**config.mk**
```make
export PLATFORM = sky130hd
export DESIGN_NAME = bf5_cell
export DESIGN_NICKNAME = d
export VERILOG_FILES = /design/src/bf5_pkg.sv /design/src/bf5_cell.sv
export SDC_FILE = /design/constraint.sdc
export NUM_CORES = 1
export LEC_CHECK = 0
export BUFFER_PORTS_ARGS = -buffer_cell sky130_fd_sc_hd__buf_2
export CAP_MARGIN = 20
export CORE_AREA = 10 10 47 49
export CTS_BUF_LIST = sky130_fd_sc_hd__clkbuf_4 sky130_fd_sc_hd__clkbuf_8 sky130_fd_sc_hd__clkbuf_16
export CTS_CLUSTER_DIAMETER = 60
export DETAILED_ROUTE_END_ITERATION = 12
export DIE_AREA = 0 0 57 59
export PLACE_DENSITY = 0.65
export SETUP_SLACK_MARGIN = 0.1
export SYNTH_ARGS = -nofsm -noshare
export SYNTH_HDL_FRONTEND = slang
export SYNTH_SLANG_ARGS = --single-unit
```
**constraint.sdc**
```tcl
create_clock -name i_clk -period 0.8 [get_ports i_clk]
set_clock_uncertainty 0.15 [all_clocks]
set_input_delay 0.12 -clock i_clk [delete_from_list [all_inputs] [get_ports i_clk]]
set_output_delay 0.12 -clock i_clk [all_outputs]
set_load 0.03 [all_outputs]
```
**src/bf5_pkg.sv**
```systemverilog
// ----------------------------------------------------------------------------
// bf5_pkg
// shared types and constants of the 5x5 box filter
// ----------------------------------------------------------------------------
package bf5_pkg;

    // default image limits
    localparam int MAX_WIDTH_DEF  = 1024;
    localparam int MAX_HEIGHT_DEF = 1024;

    // field and register widths
    localparam int PIX_W    = 8;
    localparam int POS_W    = 10;
    localparam int CFG_W    = 11;
    localparam int COLSUM_W = 11;
    localparam int TOTAL_W  = 13;

    // window geometry
    localparam int WIN      = 5;
    localparam int HALF     = 2;
    localparam int AREA     = 25;
    localparam int MIN_SIZE = 5;

    // reciprocal of the window area, exact for totals up to 25 * 255
    localparam int RECIP_SHIFT = 18;
    localparam int RECIP_MUL   = (2 ** RECIP_SHIFT + AREA - 1) / AREA;

    localparam logic [CFG_W-1:0] CFG_RESET = 11'd1024;

    // configuration register indexes
    localparam int CFG_IDX_W = 1;
    typedef enum logic [CFG_IDX_W-1:0] {
        REG_IMAGE_WIDTH  = 1'b0,
        REG_IMAGE_HEIGHT = 1'b1
    } t_cfg_reg;

    // control of the window cells
    typedef struct packed {
        logic clear;
        logic shift;
    } t_cell_ctl;

endpackage

```
**src/bf5_cell.sv**
```systemverilog
// ----------------------------------------------------------------------------
// bf5_cell
// one column sum of the window, takes its neighbor's sum on a shift
// ----------------------------------------------------------------------------
module bf5_cell (
    input  logic                          i_clk,
    input  logic                          i_rst_n,
    input  bf5_pkg::t_cell_ctl            i_ctl,
    input  logic [bf5_pkg::COLSUM_W-1:0]  i_sum,
    output logic [bf5_pkg::COLSUM_W-1:0]  o_sum
);
    logic [bf5_pkg::COLSUM_W-1:0] r_sum;

    always_ff @(posedge i_clk) begin
        if (!i_rst_n) begin
            r_sum <= '0;
        end else if (i_ctl.clear) begin
            r_sum <= '0;
        end else if (i_ctl.shift) begin
            r_sum <= i_sum;
        end
    end

    assign o_sum = r_sum;
endmodule

```
==> results.md <==
- The flow ran to the end, but the final reports show violations.
- The final reports fail on negative hold slack, negative setup slack.
- Of the post-synthesis cell area, the dominant cell type holds 0.559.
- The share of total power dissipated in the clock network is 0.329.
- The final max-slew violation count is 0.
- Across all setup checks in the final design, the least slack found is -214 ps.
- The fraction of the core area covered by cells at the end of the flow is 0.486.
- The number of flip-flops and latches in the synthesized netlist is 11.
- The fraction of final layout cells sized beyond drive strength 1 is 0.641.
- The area after detailed placement is approximately 580 um2.
- The die covers between 3000 and 4000 um2.
- The register with the most flip-flops in the layout has 11 of them.
- The number of antenna violations at the first check in global routing came to 0.
- Clock tree synthesis inserted a total of 3 buffers.
- The initial core utilization is 0.281.
- The number of hold-slack violations in the final timing report is 11.
- At the worst endpoint, the required time is around 530 ps.
- The remaining global-route overflow is 0.
- The number of global-route vias before repair was 401.
- Across every metal layer, demand over resource in global routing totals 0.0668.
- The leading cell type in the layout, fill and taps excluded is buf_2.
- The switching power is ~280 uW.
- Of the total power, combinational logic draws 0.167.
- The endpoint arrival time on the critical path is between 700 and 800 ps.
- The clock transition time at the flip-flop clock pins of the worst setup and hold paths is ~70 ps.
- At the end of the flow, the number of nets in the layout was 80.
- The count of nets left with antenna violations once routing finished came out at 0.
- The violation count after the first detailed-routing iteration is 0.
- The first global-routing pass estimated approximately 1.8 mm of wire.
- The post-synthesis cell area is a little under 400 um2.
- Of the total power, the share spent switching nets is 0.253.
- The number of top-level pins is 26.
- The antenna diode instance count is 0.
- The clock tree root buffer cell is clkbuf_4.
- The worst-case IR drop observed on VDD is between 0.9 and 1 mV.
- Counting the fill cells in the layout gives 146.
- The global placer's final weighted congestion is about 0.6.
- Dividing total power by cell area gives a power density of between 1500 and 2000 nW/um2.
- Summed over all failing endpoints, the final setup total negative slack is -2300 ps.
- Using the TritonRoute via totals, the vias-per-cell ratio works out to between 4 and 5.
- The mean area per synthesized cell is 10.9 um2.
- Setup repair after global routing could not meet its margin everywhere.
- Walking the worst path, the cells encountered are buf_6.
- The maximum number of pins on one net before global-route repair is 12.
- For this run, the detailed router's first-pass iteration total came to 1.
- For the pin with the worst max-slew slack, the measured transition is between 300 and 400 ps.
- Max-cap violations in this run came to 0.
- The synthesized design spends more area on one cell type than any other, namely dfxtp_1.
- Among all stages on the critical path, the largest delay is contributed by dfxtp_4.
- Derived from the worst setup path, the maximum achievable clock frequency is ~0.99 GHz.
- Sorting the synthesized cells by area gives the leading types as dfxtp_1, mux2i_1, nor2_1.
- The clock period minus worst slack is a little over 1000 ps.
- The number of distinct library cells after synthesis is 6.
- Hold timing on the final database bottoms out at a slack of -57.3 ps.
- The critical-path maximum fanout is 2.
- The number of rows created at floorplan is 14.
- The class of the tightest hold or removal check is in -> reg.
- The H-tree depth is 1.
- For this block, the via count after detailed routing is ~350.
- Tracing the worst setup path back leads to its startpoint at o_sum[3].
- The die is 59 um tall.
- The longest clock path from root to sink contains 2 buffers.
- In this run the number of cells on the critical path is 1.
- In the routed design, unresolved DRC markers number 0.
- Measured along the x axis, the die boundary spans about 57 um.
- Following the worst setup path forward leads to its endpoint at o_sum[3].
- The type of element launching the critical path is a flop.
- Headroom to the max-slew limit came out at 0.735.
- Counting both buffers and inverters, the worst setup path holds a total of 1.
- The nature of the critical path endpoint is an output pin.
- The count of buffers added on input and output ports is 25.
- Leaving out fill and tap cells, the most frequent cells in the layout are buf_2, mux2i_1, nor2_1, dfxtp_4, buf_6.
- The worst register-to-register path has a setup slack of -20 ps.
- The count of final setup violators is 14.
- The kind of cell adding the most delay to the critical path is flip-flops.
- The HPWL after detailed placement is between 700 and 800 um.
- The later pin in the worst-skew pair is clocked with a latency of 260 ps.
- On the worst path, the slowest cell contributes a delay of 350 ps.
- By startpoint and endpoint, the worst setup path is classified as reg -> out.
- The analysis attributes to cell leakage a power of approximately 0.33 nW.
- The post-synthesis to final-layout area growth is 72.7%.
- Of the total power, registers draw 0.504.
- The worst register-to-register path ends at o_sum[3].
- For this run, the number of Yosys warnings is 0.
- The share of the Yosys chip area taken by registers is 0.559.
- The total wirelength of the detailed-routed design is 1.03 mm.
- The total area inside the core boundary comes to roughly 1400 um2.
- Of the available clock period, the critical path in the final layout requires 1.27.
- In this run the critical register-to-register path is launched from o_sum[3].
- With fillers left out, the area of the finished cells amounts to 681 um2.
- After detailed routing, the average wire length per cell comes to about 13 um.
- The internal power of the cells totals approximately 800 uW.
- The clock tree from TritonCTS is yes.
- The number of nets handed over by synthesis was 51.
- The number of cells on the worst reg-to-reg path is 2.
- The instance count of the mapped netlist is 36.
- Counting every sink on the clock net gives 11.
==> layer usage <==
metal	global-route usage	wire [um]
met1	0.0743	432
met2	0.0961	471
met5	0	0
met3	0.0451	126
met4	0.0302	0
==> through the flow <==
| stage | cells | total power [mW] | setup WS, ps | hold slack [ps] |
|---|---|---|---|---|
| after floorplan | 36 | 0.660 | 15.6 | 112 |
| after global placement | 76 | 0.723 | -95.7 | 202 |
| after detailed placement | 76 | 0.725 | -144 | 211 |
| after CTS | 80 | 1.12 | -218 | -62.5 |
| after global routing | 80 | 1.19 | -257 | -54.1 |
| final | 80 | 1.10 | -214 | -57.3 |
==> synth_stat cells (all sizes together) <==
cell,n
dfxtp,11
buf,2
mux2i,11
nand2b,1
nor2,11
==> layout make-up <==
| type | instances | area (um2) | share of cell area |
|---|---|---|---|
| clock inverters | 1 | 5.00 | 0.00735 |
| repair buffers | 26 | 214 | 0.314 |
| flip-flops and latches | 11 | 262 | 0.384 |
| multi-input cells | 23 | 158 | 0.232 |
| well taps | 16 | 20.0 | 0.0294 |
| clock buffers | 3 | 22.5 | 0.0331 |
==> how the worst min path moves through the flow <==
stage,from,to,slack [ps],cells past startpoint
after floorplan,i_rst_n,o_sum[7],110,2
after global placement,i_sum[3],o_sum[3],200,3
after detailed placement,i_sum[9],o_sum[9],210,3
after CTS,i_sum[7],o_sum[7],-60,3
after global routing,i_sum[6],o_sum[6],-50,3
final,i_sum[8],o_sum[8],-60,3
==> repair_timing <==
action / 4_1_cts / 5_1_grt
gates resized for setup: 22 / 0
buffers inserted: 0 / 0
gates cloned: 0 / 0
endpoints found under the setup margin: 22 / 22
endpoints found under the hold margin: 11 / 11
==> cell families (layout without fill, tap and decap cells) <==
family | after synthesis | in the layout | synth area share
AND/OR/NAND/NOR | 12 | 12 | 0.121
multiplexers | 11 | 11 | 0.279
flip-flops | 11 | 11 | 0.559
buffers and inverters | 2 | 30 | 0.0413
==> power groups by stage <==
stage,Clock [mW],Sequential (mW),Combinational (mW)
after detailed placement,0,0.561,0.163
after floorplan,0,0.599,0.0608
after CTS,0.376,0.553,0.186
after global placement,0,0.562,0.161
final,0.361,0.554,0.184
after global routing,0.429,0.557,0.200
Power figures use the tool's default switching activity.
