`config.mk`:
```
export PLATFORM = sky130hd
export DESIGN_NAME = bf5_div25
export DESIGN_NICKNAME = d
export VERILOG_FILES = /design/src/bf5_pkg.sv /design/src/bf5_div25.sv
export SDC_FILE = /design/constraint.sdc
export NUM_CORES = 1
export LEC_CHECK = 0
export BUFFER_PORTS_ARGS = -buffer_cell sky130_fd_sc_hd__buf_4
export CORE_UTILIZATION = 35
export DETAILED_ROUTE_END_ITERATION = 6
export PLACE_DENSITY = 0.59
export SLEW_MARGIN = 10
export SYNTH_ARGS = -nofsm -noshare
export SYNTH_HDL_FRONTEND = slang
export SYNTH_SLANG_ARGS = --single-unit
```
`constraint.sdc`:
```
create_clock -name i_clk -period 5.5 [get_ports i_clk]
set_input_delay 1.1 -clock i_clk [delete_from_list [all_inputs] [get_ports i_clk]]
set_output_delay 1.1 -clock i_clk [all_outputs]
set_load 0.005 [all_outputs]
```
`src/bf5_pkg.sv`:
```
// ----------------------------------------------------------------------------
// bf5_pkg
// shared types and constants of the 5x5 box filter
// ----------------------------------------------------------------------------
package bf5_pkg;

    // default image limits
    localparam int MAX_WIDTH_DEF  = 1024;
    localparam int MAX_HEIGHT_DEF = 1024;

    // field and register widths
    localparam int PIX_W    = 8;
    localparam int POS_W    = 10;
    localparam int CFG_W    = 11;
    localparam int COLSUM_W = 11;
    localparam int TOTAL_W  = 13;

    // window geometry
    localparam int WIN      = 5;
    localparam int HALF     = 2;
    localparam int AREA     = 25;
    localparam int MIN_SIZE = 5;

    // reciprocal of the window area, exact for totals up to 25 * 255
    localparam int RECIP_SHIFT = 18;
    localparam int RECIP_MUL   = (2 ** RECIP_SHIFT + AREA - 1) / AREA;

    localparam logic [CFG_W-1:0] CFG_RESET = 11'd1024;

    // configuration register indexes
    localparam int CFG_IDX_W = 1;
    typedef enum logic [CFG_IDX_W-1:0] {
        REG_IMAGE_WIDTH  = 1'b0,
        REG_IMAGE_HEIGHT = 1'b1
    } t_cfg_reg;

    // control of the window cells
    typedef struct packed {
        logic clear;
        logic shift;
    } t_cell_ctl;

endpackage

```
`src/bf5_div25.sv`:
```
// ----------------------------------------------------------------------------
// bf5_div25
// division of the window total by 25 through a registered reciprocal product
// ----------------------------------------------------------------------------
module bf5_div25 (
    input  logic                         i_clk,
    input  logic                         i_en,
    input  logic [bf5_pkg::TOTAL_W-1:0]  i_total,
    output logic [bf5_pkg::PIX_W-1:0]    o_mean
);
    localparam int MUL_W  = $clog2(bf5_pkg::RECIP_MUL + 1);
    localparam int PROD_W = bf5_pkg::TOTAL_W + MUL_W;

    logic [PROD_W-1:0] r_prod;

    always_ff @(posedge i_clk) begin
        if (i_en) begin
            r_prod <= PROD_W'(i_total) * PROD_W'(bf5_pkg::RECIP_MUL);
        end
    end

    assign o_mean = r_prod[bf5_pkg::RECIP_SHIFT +: bf5_pkg::PIX_W];
endmodule

```
==> results of run 1 <==
synth_stat cells, types with 2 or more instances:
cell type	count
a211oi_2	2
a21oi_1	6
inv_1	93
xnor2_1	10
nor2_1	2
o21ai_0	2
a31oi_1	2
nand3_1	3
nand2_1	5
fa_1	56
ha_1	90
o211ai_1	2
nand4_1	2
edfxtp_1	8
a211o_1	2
a21o_1	6
a21o_2	2
cell families (layout without fill, tap and decap cells):
| logic type | count (synthesis) | in the layout | synth area share |
|---|---|---|---|
| XOR/XNOR | 11 | 11 | 0.0293 |
| AO/OA/AOI/OAI | 32 | 32 | 0.0739 |
| AND/OR/NAND/NOR | 18 | 18 | 0.0320 |
| flip-flops | 8 | 8 | 0.0731 |
| adder cells (fa/ha/maj) | 146 | 146 | 0.684 |
| buffers and inverters | 94 | 119 | 0.107 |
placed cells by master (no fill, tap or decap), types with 2 or more instances in the layout:
master,instances
nor2_1,2
o21ai_0,2
nand4_1,2
inv_1,93
buf_4,23
nand2_1,5
nand3_1,3
fa_1,56
edfxtp_1,8
o211ai_1,2
a21oi_1,6
ha_1,90
a21o_1,6
xnor2_1,10
a211oi_2,2
clkbuf_8,3
a31oi_1,2
a21o_2,2
a211o_1,2
worst max-delay path, delay by kind of cell:
family          cells  cell delay [ns]
fa+ha+maj           6             2.59
simple gates        2             0.32
buf+inv             5             0.35
compound gates      4             0.79
worst paths after layout:
check | from | endpoint | cells after the start
max | i_total[9] | r_prod[24] | 17
min | i_en | r_prod[18] | 1
stage by stage:
step,total power [mW],util,cell area [um^2]
after floorplan,1.09,-,3280
after global placement,1.39,0.404,3590
after detailed placement,1.40,0.404,3590
after CTS,1.49,0.408,3630
after global routing,1.68,0.408,3630
final,1.46,0.408,3630
layout make-up:
| type | count | area share |
|---|---|---|
| multi-input cells | 207 | 0.741 |
| inverters | 93 | 0.0962 |
| flip-flops and latches | 8 | 0.0662 |
| repair buffers | 23 | 0.0476 |
| well taps | 108 | 0.0372 |
| clock buffers | 3 | 0.0114 |
power by group through the flow:
stage / clock, mW / sequential (mW) / combinational, mW
2_1_floorplan: 0 / 0.138 / 0.953
3_3_place_gp: 0 / 0.135 / 1.25
3_5_place_dp: 0 / 0.136 / 1.27
4_1_cts: 0.0696 / 0.135 / 1.28
5_1_grt: 0.0728 / 0.138 / 1.47
6_report: 0.0679 / 0.135 / 1.25
metal layers:
metal / GRT usage / vias to the layer above
met5: 0 / -
met4: 0.0126 / 0
met3: 0.0270 / 4
met2: 0.235 / 28
met1: 0.187 / 1064
li1: - / 1044
==> results by group, run 1 <==
Global route
  • Largest net degree at the start of global routing: 9
  • Initial antenna violation count: 0
  • First-pass GRT wire length: 10700 um
  • Gr ovfl total: 0
  • GR Util All Layers: 0.137
  • Vias in the first global route: 2322

Power and ir drop
  • Internal power: 0.754 mW
  • Worst vdd ir: 0.155 mV
  • P per Cell Area: 401 nW/um^2
  • Switching share of power: 0.482
  • Leak pwr: 2.02 nW
  • NetSw: 0.702 mW
  • Sequential share of power: 0.093
  • Clock share of power: 0.047
  • Comb pwr share: 0.861

Floorplan
  • Die width: 98.9 um
  • Row count: 34
  • Core area: 8890 um^2
  • Initial Util: 0.369
  • IO Count: 23
  • Full die area: 9780 um^2
  • Chip Height: 98.9 um

Finish
  • Diode count: 0
  • Area of the multi-input gates: 2690 um^2
  • Sequential cell area: 240 um^2
  • Final Non-Filler Cells: 442
  • Top flop regs: r_prod x8
  • Biggest register: r_prod
  • Fillers: 866
  • Max FFs per register: 8
  • Area grow syn2layout: 10.5%
  • Final nets: 497
  • Layout cell share with drive strength beyond 1: 0.105

Worst setup path
  • CP Cell Sequence: buf_4 > fa_1 > ha_1 > inv_1 > fa_1 > inv_1 > fa_1 > inv_1 > fa_1 > inv_1 > ha_1 > and4_4 > a21oi_1 > nand2b_1 > a211o_1 > o211ai_1 > a32oi_1
  • Max incr delay on CP: 0.53 ns
  • CP required: 5.46 ns
  • CP Launch Type: input port
  • Slowest stage cell, crit path: fa_1
  • Critical path class: in2reg
  • Worst setup EP type: register
  • Crit Path Max Fanout: 6
  • Critical Path AT: 5.15 ns

Worst hold path
  • Worst hold path class: in2reg

Logic synthesis
  • Post-synth ARST share: 0
  • Post-synthesis cell area: 3280 um^2
  • Ys Warns: 0
  • Synth Instances: 309
  • Number of synthesized flops with an enable pin: 8
  • Synth area leaders: ha_1, fa_1, inv_1
  • Sequential element share of the synthesized area: 0.0731
  • Net count after synthesis: 470
  • Seq cells post-synth: 8
  • Main synth FF type: edfxtp_1
  • Syn avg cell area: 10.6 um^2
  • Yosys top cell area share: 0.343
  • Cell variety after synth: 33
  • Largest area contributor in the netlist: ha_1

Clock network
  • Cts repair resizes: 0
  • CTS Buffer Depth: 2
  • Clk root buf: clkbuf_8
  • Clk sink count: 8
  • CTS buffer count: 3
  • Post-CTS Hold Fix Bufs: 0
  • Total setup buffers inserted after CTS: 0
  • Depth of the CTS H-tree: 1
  • CTS tree: done
  • Clock slew at reported path FFs: 0.04 ns

Routing
  • Wire length on met1: 2950 um
  • Post-Route WL: 6160 um
  • Iteration-0 DRC Markers: 63
  • Routed Antenna Nets: 0
  • Routed WL per cell: 13.9 um
  • DR vias/cell: 4.84
  • DR DRC count: 0
  • Via count: 2140
  • Metal2 WL: 2960 um
  • WL met3: 210 um
  • Max layer used: met4
  • Pre-Repair DR Iteration Count: 4

Placed design
  • Pre-CTS setup slack: 0.0645 ns
  • Cell count after placement: 439
  • Placer congestion estimate: 0.899
  • PortBufs: 22
  • HPWL Detailed: 5860 um

Timing
  • Hold Worst Slack: 1.16 ns
  • RSZ-0062 raised after global routing: false
  • Setup_tns: 0 ns
  • Final period utilization: 0.943
  • Final slew viol count: 0
  • Max-slew headroom at the worst pin: 0.744
  • Final count of hold timing violations: 0
  • Tmin final: 5.18 ns
  • Measured slew at the worst slew-check pin: 0.380 ns
  • Setup slack after layout: 0.315 ns
  • FMAX: 0.193 GHz
  • Final setup fails: 0

Run status
  • Status: completed

Job
  • Max-cap viol count: 0
(Power assumes the default switching activity.)
==> run 2, diff against run 1 <==
- MAX_ROUTING_LAYER: not set -> met4
==> results by group, run 2 (synthesis gave the netlist of run 1 again) <==
Finish
  • Max FFs per register: 8 (unchanged)
  • Top flop regs: r_prod x8
  • Final Non-Filler Cells: 442 (unchanged)
  • Biggest register: r_prod
  • Final instance area: 3630 um^2 (unchanged)
  • Fillers: 866 (unchanged)
  • Area grow syn2layout: 10.5% (unchanged)
  • Commonest non-fill, non-tap cell in the layout: inv_1
  • Final nets: 497 (unchanged)
  • Layout cell share with drive strength beyond 1: 0.105 (unchanged)
  • Diode count: 0 (unchanged)
  • Commonest non-fill, non-tap cells in the layout: inv_1, ha_1, fa_1

Placed design
  • PortBufs: 22 (unchanged)
  • Cell count after placement: 439 (unchanged)
  • DP Area: 3590 um^2 (unchanged)
  • Placer congestion estimate: 0.914 (+1.7%)
  • Pre-CTS setup slack: 0.0645 ns (unchanged)
  • HPWL Detailed: 5860 um (unchanged)

Floorplan
  • IO Count: 23 (unchanged)
  • Initial Util: 0.369 (unchanged)
  • Full die area: 9780 um^2 (unchanged)
  • Die width: 98.9 um (unchanged)
  • Chip Height: 98.9 um (unchanged)
  • Core area: 8890 um^2 (unchanged)
  • Row count: 34 (unchanged)

Clock network
  • CTS tree: done
  • Clock slew at reported path FFs: 0.04 ns (about the same)
  • CTS buffer count: 3 (unchanged)
  • Depth of the CTS H-tree: 1 (unchanged)
  • Post-CTS Hold Fix Bufs: 0 (unchanged)
  • CTS Buffer Depth: 2 (unchanged)
  • Total setup buffers inserted after CTS: 0 (unchanged)
  • Clk root buf: clkbuf_8
  • Clk sink count: 8 (unchanged)
  • Cts repair resizes: 0 (unchanged)

Global route
  • Initial antenna violation count: 0 (unchanged)
  • Gr ovfl total: 0 (unchanged)
  • Largest net degree at the start of global routing: 9 (unchanged)
  • GR Util All Layers: 0.141 (+0.00404)
  • First-pass GRT wire length: 10700 um (-0.20%)
  • Vias in the first global route: 2325 (+0.13%)

Job
  • Max-cap viol count: 0 (unchanged)

Worst setup path
  • Crit. Startpoint: i_total[9]
  • Crit Path Max Fanout: 6 (unchanged)
  • Cell family with most CP delay: adder cells
  • Critical path buffer and inverter count: 5 (unchanged)
  • CP Cell Sequence: buf_4 > fa_1 > ha_1 > inv_1 > fa_1 > inv_1 > fa_1 > inv_1 > fa_1 > inv_1 > ha_1 > and4_4 > a21oi_1 > nand2b_1 > a211o_1 > o211ai_1 > a32oi_1
  • WP depth: 17 (unchanged)
  • CP required: 5.46 ns (about the same)
  • CP Launch Type: input port
  • Worst setup EP type: register
  • Critical Path AT: 5.15 ns (about the same)
  • Slowest stage cell, crit path: fa_1
  • Max incr delay on CP: 0.53 ns (about the same)
  • Critical path class: in2reg

Routing
  • Routed Antenna Nets: 0 (unchanged)
  • DR DRC count: 0 (unchanged)
  • Via count: 2140 (unchanged)
  • Routed WL per cell: 13.9 um (about the same)
  • Post-Route WL: 6160 um (about the same)
  • DR vias/cell: 4.84 (unchanged)
  • Iteration-0 DRC Markers: 65 (+3.2%)
  • Pre-Repair DR Iteration Count: 4 (unchanged)

Worst hold path
  • Hold path cells: 1 (unchanged)
  • Worst hold path class: in2reg
  • Hold_sp: i_en

Timing
  • Measured slew at the worst slew-check pin: 0.380 ns (unchanged)
  • Tmin final: 5.18 ns (-0.00000200 ns)
  • Final count of hold timing violations: 0 (unchanged)
  • FMAX: 0.193 GHz (about the same)
  • RSZ-0062 raised after global routing: false
  • Final period utilization: 0.943 (about the same)
  • Final setup fails: 0 (unchanged)
  • Setup slack after layout: 0.315 ns (+0.00000200 ns)
  • Setup_tns: 0 ns (unchanged)
  • Final slew viol count: 0 (unchanged)
  • Max-slew headroom at the worst pin: 0.744 (unchanged)

Power and ir drop
  • P per Cell Area: 401 nW/um^2 (about the same)
  • Worst vdd ir: 0.155 mV (about the same)
  • Total power: 1.46 mW (about the same)
  • Leak pwr: 2.02 nW (unchanged)

Run status
  • Status: completed
run 2: area by class of cell:
type	count	area [um^2]	area share
Clock buffer	3	41.3	0.0114
Inverter	93	349	0.0962
Multi-Input combinational cell	207	2690	0.741
Sequential cell	8	240	0.0662
Tap cell	108	135	0.0372
Timing Repair Buffer	23	173	0.0476
run 2: worst paths after layout:
check | to | slack (ns)
worst min-delay path | r_prod[18] | 1.16
worst max-delay path | r_prod[24] | 0.32
run 2: metrics by stage:
| stage | hold slack (ns) | util |
|---|---|---|
| finish | 1.16 | 0.408 |
| CTS | 1.16 | 0.408 |
| global placement | 1.39 | 0.404 |
| global route | 1.17 | 0.408 |
| floorplan | 1.21 | - |
| detailed placement | 1.39 | 0.404 |
run 2: power by group:
part           switching [mW]  internal (mW)
Combinational           0.673          0.581
Clock                  0.0207         0.0472
Sequential            0.00859          0.126
run 2: layer usage:
metal	up-vias	wire length (um)	track usage
met1	1064	2940	0.186
met3	4	209	0.0270
met4	0	48	0.0126
met2	28	2960	0.235
li1	1044	-	-
met5	-	0	-
